[config.mk]
export PLATFORM = sky130hd
export DESIGN_NAME = rpas_modmul
export DESIGN_NICKNAME = d
export VERILOG_FILES = /design/src/hdl/rpas_pkg.sv /design/src/hdl/rpas_modmul.sv
export SDC_FILE = /design/constraint.sdc
export NUM_CORES = 1
export LEC_CHECK = 0
export ABC_CLOCK_PERIOD_IN_PS = 11550
export BUFFER_PORTS_ARGS = -buffer_cell sky130_fd_sc_hd__clkbuf_2
export CORE_ASPECT_RATIO = 0.8
export CORE_MARGIN = 4
export CORE_UTILIZATION = 45
export DETAILED_ROUTE_END_ITERATION = 10
export PLACE_DENSITY = 0.7
export SKIP_LAST_GASP = 1
export SLEW_MARGIN = 10
export SYNTH_ARGS = -nofsm -noshare
export SYNTH_HDL_FRONTEND = slang
export SYNTH_SLANG_ARGS = --single-unit
[constraint.sdc]
create_clock -name i_clk -period 11.55 [get_ports i_clk]
set_input_delay 0.5775 -clock i_clk [delete_from_list [all_inputs] [get_ports i_clk]]
set_output_delay 0.5775 -clock i_clk [all_outputs]
set_load 0.02 [all_outputs]
[src/hdl/rpas_pkg.sv]
`timescale 1ns / 1ps
// ---------------------------------------------------------------------------
// Range progression add / range sum: shared package
// Constants, sequencer states, multiplier request types and modular helpers.
// ---------------------------------------------------------------------------
package rpas_pkg;

    // Residue width and position width.
    localparam int VAL_W = 30;
    localparam int POS_W = 11;

    // Prime modulus, one bit wider than a residue for compare and subtract.
    localparam logic [VAL_W:0] MODP = 31'd1000000007;

    // Default number of leaves.
    localparam int LEAF_COUNT_DEF = 1024;

    // Largest length that the position fields can express.
    localparam int POS_MAX = (1 << POS_W) - 1;

    // Sequencer states.
    typedef enum logic [4:0] {
        ST_CLEAR,
        ST_IDLE,
        ST_ANCHOR,
        ST_ANCHOR_W,
        ST_POP,
        ST_VISIT,
        ST_COV_W,
        ST_COV,
        ST_PD_W,
        ST_PD,
        ST_PD_R,
        ST_PD_CLR,
        ST_PD_ZERO,
        ST_PUSH_MG,
        ST_PUSH_R,
        ST_PUSH_L,
        ST_MG_W1,
        ST_MG_1,
        ST_MG_W2,
        ST_MG_2,
        ST_MG_WR,
        ST_AP_TRI,
        ST_AP_M1,
        ST_AP_M2,
        ST_AP_M3,
        ST_AP_WR,
        ST_DONE
    } t_state;

    // Request to the shared modular multiplier.
    typedef struct packed {
        logic             start;
        logic [VAL_W-1:0] x;
        logic [VAL_W-1:0] y;
    } t_mul_req;

    // Response from the shared modular multiplier.
    typedef struct packed {
        logic             done;
        logic [VAL_W-1:0] prod;
    } t_mul_rsp;

    // Sum of two residues, reduced.
    function automatic logic [VAL_W-1:0] modadd(input logic [VAL_W-1:0] a,
                                                input logic [VAL_W-1:0] b);
        logic [VAL_W:0] s;
        s = {1'b0, a} + {1'b0, b};
        return (s >= MODP) ? VAL_W'(s - MODP) : VAL_W'(s);
    endfunction

    // Difference of two residues, reduced.
    function automatic logic [VAL_W-1:0] modsub(input logic [VAL_W-1:0] a,
                                                input logic [VAL_W-1:0] b);
        logic [VAL_W:0] s;
        s = (a >= b) ? ({1'b0, a} - {1'b0, b}) : ({1'b0, a} + MODP - {1'b0, b});
        return VAL_W'(s);
    endfunction

    // Reduce a raw 30-bit value, which is always below twice the modulus.
    function automatic logic [VAL_W-1:0] modred(input logic [VAL_W-1:0] a);
        return ({1'b0, a} >= MODP) ? VAL_W'({1'b0, a} - MODP) : a;
    endfunction

endpackage

[src/hdl/rpas_modmul.sv]
`timescale 1ns / 1ps
// ---------------------------------------------------------------------------
// Range progression add / range sum: modular multiplier
// Bit-serial shift-and-add multiplier modulo the prime, one bit per cycle.
// ---------------------------------------------------------------------------
module rpas_modmul
    import rpas_pkg::*;
(
    input  logic     i_clk,
    input  logic     i_rst_n,
    input  t_mul_req i_req,
    output t_mul_rsp o_rsp
);

    localparam int CNT_W = $clog2(VAL_W);

    logic             r_busy;
    logic             r_done;
    logic [CNT_W-1:0] r_cnt;
    logic [VAL_W-1:0] r_acc;
    logic [VAL_W-1:0] r_x;
    logic [VAL_W-1:0] r_y;

    logic [VAL_W:0]   w_dbl;
    logic [VAL_W-1:0] w_dbl_red;
    logic [VAL_W:0]   w_add;
    logic [VAL_W-1:0] w_next;

    // One step: double the accumulator, then add the multiplicand if the bit is set.
    always_comb begin
        w_dbl     = {r_acc, 1'b0};
        w_dbl_red = (w_dbl >= MODP) ? VAL_W'(w_dbl - MODP) : VAL_W'(w_dbl);
        w_add     = {1'b0, w_dbl_red} + (r_y[VAL_W-1] ? {1'b0, r_x} : '0);
        w_next    = (w_add >= MODP) ? VAL_W'(w_add - MODP) : VAL_W'(w_add);
    end

    // Iteration control and datapath registers.
    always_ff @(posedge i_clk) begin
        if (!i_rst_n) begin
            r_busy <= 1'b0;
            r_done <= 1'b0;
        end else begin
            r_done <= 1'b0;
            if (i_req.start && !r_busy) begin
                r_busy <= 1'b1;
                r_acc  <= '0;
                r_x    <= i_req.x;
                r_y    <= i_req.y;
                r_cnt  <= CNT_W'(VAL_W - 1);
            end else if (r_busy) begin
                r_acc <= w_next;
                r_y   <= {r_y[VAL_W-2:0], 1'b0};
                r_cnt <= r_cnt - 1'b1;
                if (r_cnt == '0) begin
                    r_busy <= 1'b0;
                    r_done <= 1'b1;
                end
            end
        end
    end

    assign o_rsp.done = r_done;
    assign o_rsp.prod = r_acc;

endmodule

# Word-level counts from Yosys, hierarchy flattened

Index checks and enable logic that the tools add are counted.

Bits in registers: 97
Bits in latches: 0
Bits in writable memories: 0
ROM bits: 0
Input bits: 63
Word-level logic and storage cells: 32
Memories: 0

Add/sub/neg operators: 4
Multiply operators: 0
Div/mod/pow operators: 0
Magnitude comparators: 2
Eq/ne operators: 0
Shift-type cells: 0
Muxes and demuxes: 11
Bitwise operators: 2
Reduce and logical (&&, ||, !) cells: 7

Operator list:

| operator                                                                | count |
|---|---|
| 30-bit two-way mux                                                      | 6 |
| 31-bit by 30-bit >= comparator with 1-bit output, second input constant | 2 |
| 30-bit subtractor, second input constant                                | 2 |
| 30-bit by 30-bit adder with 31-bit output                               | 1 |
| 5-bit zero test                                                         | 1 |
| 5-bit two-way mux                                                       | 1 |
| 5-bit by 1-bit subtractor with 5-bit output, second input constant      | 1 |
| 1-bit two-way mux                                                       | 4 |
| 2-bit AND reduction                                                     | 2 |
| 3-bit OR reduction                                                      | 1 |
| 1-bit NOT                                                               | 2 |
| 2-bit nonzero test                                                      | 1 |
| 1-bit logical AND                                                       | 1 |
| 1-bit zero test                                                         | 1 |

# Logic depth before layout (Yosys ltp)

Gate-level depths: netlist of the first run.

Depth after elaboration: 6
Depth in mapped cells: 30

# Least setup slack after synthesis of the first run

OpenSTA, ideal clock, no wires.

Path kind: register to register
Start point: register r_acc[2]
End point: register r_acc[5], data pin
Setup time: 271 ps
Data arrival time: 5,980 ps
Required time: 11,279 ps
Path slack: 5,299 ps
Cell stages (with the launch flop): 29
Path buffers: 2
Clock period less this slack: 6,251 ps
Path through: edfxtp_1 -> inv_1 -> ha_1 -> nor2b_1 -> a21boi_0 -> o21ai_0 -> a21oi_1 -> o21ai_0 -> a21oi_1 -> o31ai_1 -> a21oi_1 -> a21oi_1 -> inv_1 -> buf_1 -> nand2_1 -> xnor2_1 -> ha_1 -> a21o_1 -> a2111o_1 -> a211oi_1 -> o21bai_1 -> o22ai_1 -> xor2_1 -> or4_4 -> a221oi_4 -> o21ai_2 -> buf_6 -> o41ai_1 -> o41ai_1

Word-level cells in the longest chain between the ends: 6

Ends and longest elaborated chain:

| what                                                                                         | RTL line          | source |
|---|---|---|
| start, declared                                                                              | rpas_modmul.sv:20 | `logic [VAL_W-1:0] r_acc;` |
| start signal, assigned                                                                       | rpas_modmul.sv:51 | `r_acc <= w_next;` |
| 30-bit subtractor / 31-bit by 30-bit >= comparator with 1-bit output (equally long branches) | rpas_modmul.sv:32 | `w_dbl_red = (w_dbl >= MODP) ? VAL_W'(w_dbl - MODP) : VAL_W'(w_dbl);` |
| 30-bit two-way mux (*)                                                                       | rpas_modmul.sv:32 |  |
| 30-bit by 30-bit adder with 31-bit output (*)                                                | rpas_modmul.sv:33 | `w_add = {1'b0, w_dbl_red} + (r_y[VAL_W-1] ? {1'b0, r_x} : '0);` |
| 30-bit subtractor / 31-bit by 30-bit >= comparator with 1-bit output (equally long branches) | rpas_modmul.sv:34 | `w_next = (w_add >= MODP) ? VAL_W'(w_add - MODP) : VAL_W'(w_add);` |
| 30-bit two-way mux (*)                                                                       | rpas_modmul.sv:34 |  |
| 30-bit two-way mux (*)                                                                       | rpas_modmul.sv:50 | `end else if (r_busy) begin` |

Every way passes the cells marked *; elsewhere a longest branch is shown, timed or not. The select of a mux whose other input is x is not followed.
A chain may end at the register's enable or synchronous reset.

# Worst setup path in the final report of the first run

Ends and elaborated chain as after synthesis.

==> impl_metrics.ini, run 1 <==
[timing]
skew_ns = 0.0179
finalMaxSlewViolations = 0
setup_viol = 0
worst_pin_slew_ns = 1.04
final.setup.tns_ns = 0
slew_headroom = 0.306
rsz0062_at_grt = false
fin_crit_sh = 0.684
period_needed_ns = 7.90
max_freq_mhz = 127
hold_viol_final = 0

[worst_setup_path]
arrival_ns = 7.98
cp-end-kind = flip-flop
crit_fanout = 29
cp.required_ns = 11.63
criticalPathCategory = flip-flop to flip-flop
critPathLaunchType = flip-flop
reg2reg_from = r_acc[2]
critPathLaunch = r_acc[2]

[routing]
firstDrtPassIters = 5
vias = 6425
final_antenna_net_count = 0
drc_errors = 0
viasPerCell = 5.75
wire_per_inst_um = 17.4
first_iter_violations = 550
wl_um = 19500

[grt]
grt_antenna_before_repair = 0
grt_max_degree = 61
grt_usage = 0.211
grt_pass1_wl_um = 30600
overflow = 0
grt_pass1_vias = 5793

[place]
io_buffers = 93
postPlaceCellArea_um2 = 8000
place.gp.congestion = 0.943
place_hpwl_um = 14400

[synth]
syn-cell-area_um2 = 7400
synth_cells = 826
synth_nets = 923
yosys_warnings = 0
ys.flop_type = edfxtp_1
ys_ff_latch = 97
synth_edf_count = 95
synthDistinctLibCells = 86
async_flop_share = 0
synth.avg_cell_area_um2 = 8.96
synth_seq_area_share = 0.391

[clock_network]
cts-htree-levels = 3
cts-hold-fix-buffers = 0
cts_root_buf = clkbuf_16
clk_path_buf_depth = 2
cts.sinks = 97
cts_resized = 0
cts_tree = yes
insertion_delay_ns = 0.37
clkTransAtPathRegs_ns = 0.08
cts-buffers-inserted = 9
post_cts_buffers = 0

[layout]
multi_input_area_um2 = 4250
drive_above_1_share = 0.167
fillers = 1499
syn2layout_area_growth_pct = 12.2
antennaDiodeCount = 0
register_area_um2 = 2890
layout.nets = 994
stdcell_area_um2 = 8300

[worst_hold_path]
holdCritPathClass = input pin to flip-flop
hp-start = i_req[34]

[run]
maxCapViolations = 0

[floorplanning]
core_area_um2 = 16000
start_util = 0.464
chipWidth_um = 151
dieArea_um2 = 18600
rows = 41
ioPinCount = 94
die_h_um = 123

[outcome]
status = finished, final reports clean
==> logic make-up after synthesis <==
group / count (synthesis) / share of synthesized area
buf+inv: 59 / 0.0357
compound gates: 210 / 0.209
simple gates: 373 / 0.242
xor+xnor: 47 / 0.0556
flops: 97 / 0.391
fa+ha+maj: 34 / 0.0585
mux: 6 / 0.00828
==> routing by layer <==
metal | part of all wire | vias up | track usage
li1 | - | 3173 | -
met1 | 0.49 | 2988 | 0.325
met2 | 0.41 | 250 | 0.301
met3 | 0.087 | 14 | 0.0439
met4 | 0.011 | 0 | 0.0487
met5 | 0 | - | 0
==> layout make-up <==
cell class                      count  area share
Tap cell                          215      0.0324
Inverter                           21     0.00950
Clock inverter                      7     0.00965
Multi-Input combinational cell    670       0.512
Sequential cell                    97       0.349
Timing Repair Buffer               98      0.0606
Clock buffer                        9      0.0271
==> cell usage in the layout (no fill, tap or decap), drive strengths merged, types with 7 or more instances in the layout <==
cell type / count
a211oi: 9
a21o: 12
a21oi: 57
and2: 39
clkbuf: 102
edfxtp: 95
ha: 33
inv: 25
nand2: 164
nand2b: 9
nand3: 18
nand4: 9
nor2: 63
nor3: 19
o211ai: 17
o21ai: 41
o31ai: 7
or3: 9
or4: 7
xnor2: 29
xor2: 18
==> registers in the layout (all words and copies together), names as in the netlist <==
| name | flops |
|---|---|
| r_acc | 30 |
| r_x | 30 |
| r_cnt | 5 |
| r_y | 30 |
| r_done | 1 |
| r_busy | 1 |
==> path summary, 6_finish.rpt <==
| check | to | slack [ns] | depth (start not counted) |
|---|---|---|---|
| setup / recovery | r_acc[5] | 3.65 | 27 |
| hold / removal | r_x[4] | 0.38 | 1 |
| setup reg to reg | r_acc[5] | 3.65 | 27 |
| hold reg to reg | r_y[28] | 0.52 | 2 |
==> critical path, cell delays in order, from the launching register on <==
cell and delay [ns]:
edfxtp_1 0.45, inv_1 0.09, ha_1 0.15, nor2b_1 0.20, a21boi_0 0.15, o21ai_0 0.36
a21oi_1 0.15, o21ai_0 0.27, a21oi_1 0.15, o31ai_1 0.31, a21oi_1 0.16, a21oi_1 0.16
buf_4 0.23, inv_1 0.31, nand3_1 0.22, xnor2_1 0.09, ha_1 0.57, a21o_1 0.26
nor4_1 0.07, a2111oi_0 0.62, o311ai_1 0.40, a311oi_1 0.46, a211o_1 0.23, a22oi_2 0.11
a221oi_4 0.41, o21ai_2 0.38, o41ai_1 0.47, o41ai_1 0.17
==> through the flow <==
stage,std cells,hold slack [ns],util,worst slack (ns)
6_report,1117,0.381,0.520,3.65
5_1_grt,1117,0.366,0.520,3.02
4_1_cts,1117,0.370,0.520,3.78
3_5_place_dp,1101,0.501,0.501,3.82
3_3_place_gp,1101,0.494,0.501,4.09
2_1_floorplan,826,0.452,-,5.30
==> synthesized netlist by cell type, types with 3 or more instances <==
cell type | n | area, µm²
mux2i_1 | 5 | 50.1
and2_1 | 38 | 238
or2_2 | 3 | 18.8
nand3_1 | 18 | 90.1
or4_1 | 6 | 45.0
buf_2 | 13 | 65.1
ha_1 | 33 | 413
nor3_1 | 19 | 95.1
nand4_1 | 9 | 56.3
nor4_1 | 5 | 31.3
o21ai_1 | 12 | 60.1
a221oi_1 | 3 | 26.3
and4_1 | 3 | 26.3
o211ai_1 | 15 | 113
edfxtp_1 | 95 | 2850
o21ai_0 | 28 | 140
a31oi_1 | 3 | 18.8
o2111ai_1 | 3 | 26.3
o41ai_1 | 3 | 26.3
a21boi_0 | 4 | 30.0
xnor2_1 | 29 | 254
a21oi_2 | 8 | 70.1
o21bai_1 | 5 | 37.5
inv_1 | 21 | 78.8
buf_4 | 3 | 22.5
a211oi_1 | 6 | 45.0
or3_1 | 8 | 50.1
xor2_1 | 18 | 158
nor3b_1 | 4 | 30.0
nor2_1 | 62 | 233
a211o_1 | 3 | 26.3
a311oi_1 | 6 | 52.6
nand2b_1 | 9 | 56.3
and3_1 | 6 | 37.5
a211oi_2 | 3 | 37.5
o21a_1 | 6 | 45.0
o31ai_1 | 7 | 52.6
nor2b_1 | 6 | 37.5
nand2_1 | 163 | 612
clkbuf_1 | 18 | 67.6
a21o_1 | 12 | 90.1
a21oi_1 | 49 | 245
Power of run 1 is left out: the tool's default activity adds up to more than one toggle a clock period on the data nets, which glitch-free logic cannot reach.
==> inputs of run 2 (changes only) <==
ABC_CLOCK_PERIOD_IN_PS = 8100   (was 11550)
clock period = 8.1 ns   (was 11.55 ns; I/O delays follow)
==> run 2 against run 1 <==
Count of clock-buffer cells in the layout stayed put. Maximum frequency rose by 6.1%. Critical path type unchanged. Final cell count increased by 0.36%. Wire length increased by 2.3%. First-iteration DRC count is 16% higher. Clock skew fell by 0.0072 ns. Worst hold slack worse by 0.17 ns. Design area rose by 0.51%. Highest routed layer unchanged. Non-clock buffer count is 4 higher. Critical path depth fell by 1. Utilization grew 0.27 points.
==> impl_metrics.ini, run 2 (synthesized netlist as in run 1, its figures left out) <==
[outcome]
status = finished, final reports clean

[timing]
finalMaxSlewViolations = 0
setup_viol = 0
hold_viol_final = 0
worst_pin_slew_ns = 0.911
slew_headroom = 0.392
period_needed_ns = 7.45
fin_crit_sh = 0.920
rsz0062_at_grt = false
final.setup.tns_ns = 0
skew_ns = 0.0108
max_freq_mhz = 134

[clock_network]
cts-hold-fix-buffers = 0
cts-buffers-inserted = 9
cts-htree-levels = 3
clkTransAtPathRegs_ns = 0.08
insertion_delay_ns = 0.36
cts_tree = yes
cts.sinks = 97
cts_root_buf = clkbuf_16
clk_path_buf_depth = 2

[floorplanning]
dieArea_um2 = 18600
chipWidth_um = 151
die_h_um = 123
start_util = 0.464
rows = 41
core_area_um2 = 16000
ioPinCount = 94

[grt]
grt_max_degree = 57
grt_usage = 0.217
grt_antenna_before_repair = 0
grt_pass1_wl_um = 31400
overflow = 0
grt_pass1_vias = 5889

[layout]
final_common_cell = nand2_1
reg.largest.list = r_acc (30), r_x (30), r_y (30)
layout.nets = 998
layout_common_cells = nand2_1, edfxtp_1, clkbuf_2
final_cell_count_no_fill = 1121
drive_above_1_share = 0.173
register_area_um2 = 2890
multi_input_area_um2 = 4270
syn2layout_area_growth_pct = 12.7
stdcell_area_um2 = 8340
fillers = 1493
antennaDiodeCount = 0

[routing]
drc_errors = 0
final_antenna_net_count = 0
wl_um = 19900
firstDrtPassIters = 8
first_iter_violations = 638
vias = 6548
wire_per_inst_um = 17.8
viasPerCell = 5.84

[run]
maxCapViolations = 0

[place]
place.gp.congestion = 0.950
place_inst = 1102
place_hpwl_um = 14700
postPlaceCellArea_um2 = 8000
io_buffers = 93

[worst_hold_path]
min_path_cells = 1
holdCritPathClass = input pin to flip-flop
hp-start = i_req[59]
holdPathEnd = r_x[29]

[worst_setup_path]
crit_path_top_delay_cell = or4_4
r2r_end = r_acc[5]
ff2ff_path_depth = 26
critPathLaunch = r_acc[2]
path_delay_family = compound AO/OA/AOI/OAI gates
criticalPathCategory = flip-flop to flip-flop
critPathLaunchType = flip-flop
max_stage_delay_ns = 0.62
arrival_ns = 7.55
cp-end-kind = flip-flop
reg2reg_from = r_acc[2]
cp.required_ns = 8.20
crit_fanout = 29
regToRegSetupSlack_ns = 0.65
crit_buf_inv = 2
crit_path_frequent_cell = a21oi_1
[run 2: cell count changes in the layout (fill, tap and decap cells not counted), sizes merged]
cell | previous run | this run
buf | 5 | 9
clkinv | 2 | 3
clkinvlp | 1 | 0
[run 2: timing repair]
item,CTS,global route
resized for setup,0,3
setup endpoints to repair,0,18
setup buffers,0,3
[run 2: metal layers]
metal / global-route usage / wire, µm / vias to the layer above
li1: - / - / 3177
met1: 0.328 / 9470 / 3059
met2: 0.319 / 8400 / 298
met3: 0.0550 / 1880 / 14
met4: 0.0357 / 162 / 0
met5: 0 / 0 / -
[run 2: area by class of cell]
class	count	area share
multi-input combinational	670	0.512
sequential	97	0.347
timing repair buffer	102	0.0639
tap	215	0.0322
clock buffer	9	0.0270
inverter	21	0.00945
clock inverter	7	0.00900
[run 2: how the worst max path moves through the flow]
stage / end / cells past startpoint
after global placement: r_acc[22] / 26
after detailed placement: r_acc[22] / 25
final: r_acc[5] / 26
after global routing: r_acc[5] / 27
after floorplan: r_acc[5] / 28
after CTS: r_acc[22] / 25
[run 2: per-stage QoR]
stage	hold WS, ns	worst slack, ns	util
5_1_grt	0.195	0.117	0.523
3_3_place_gp	0.495	0.691	0.502
3_5_place_dp	0.503	0.383	0.502
2_1_floorplan	0.452	1.85	-
6_report	0.211	0.650	0.523
4_1_cts	0.197	0.352	0.520
Power of run 2 is left out for the same reason.
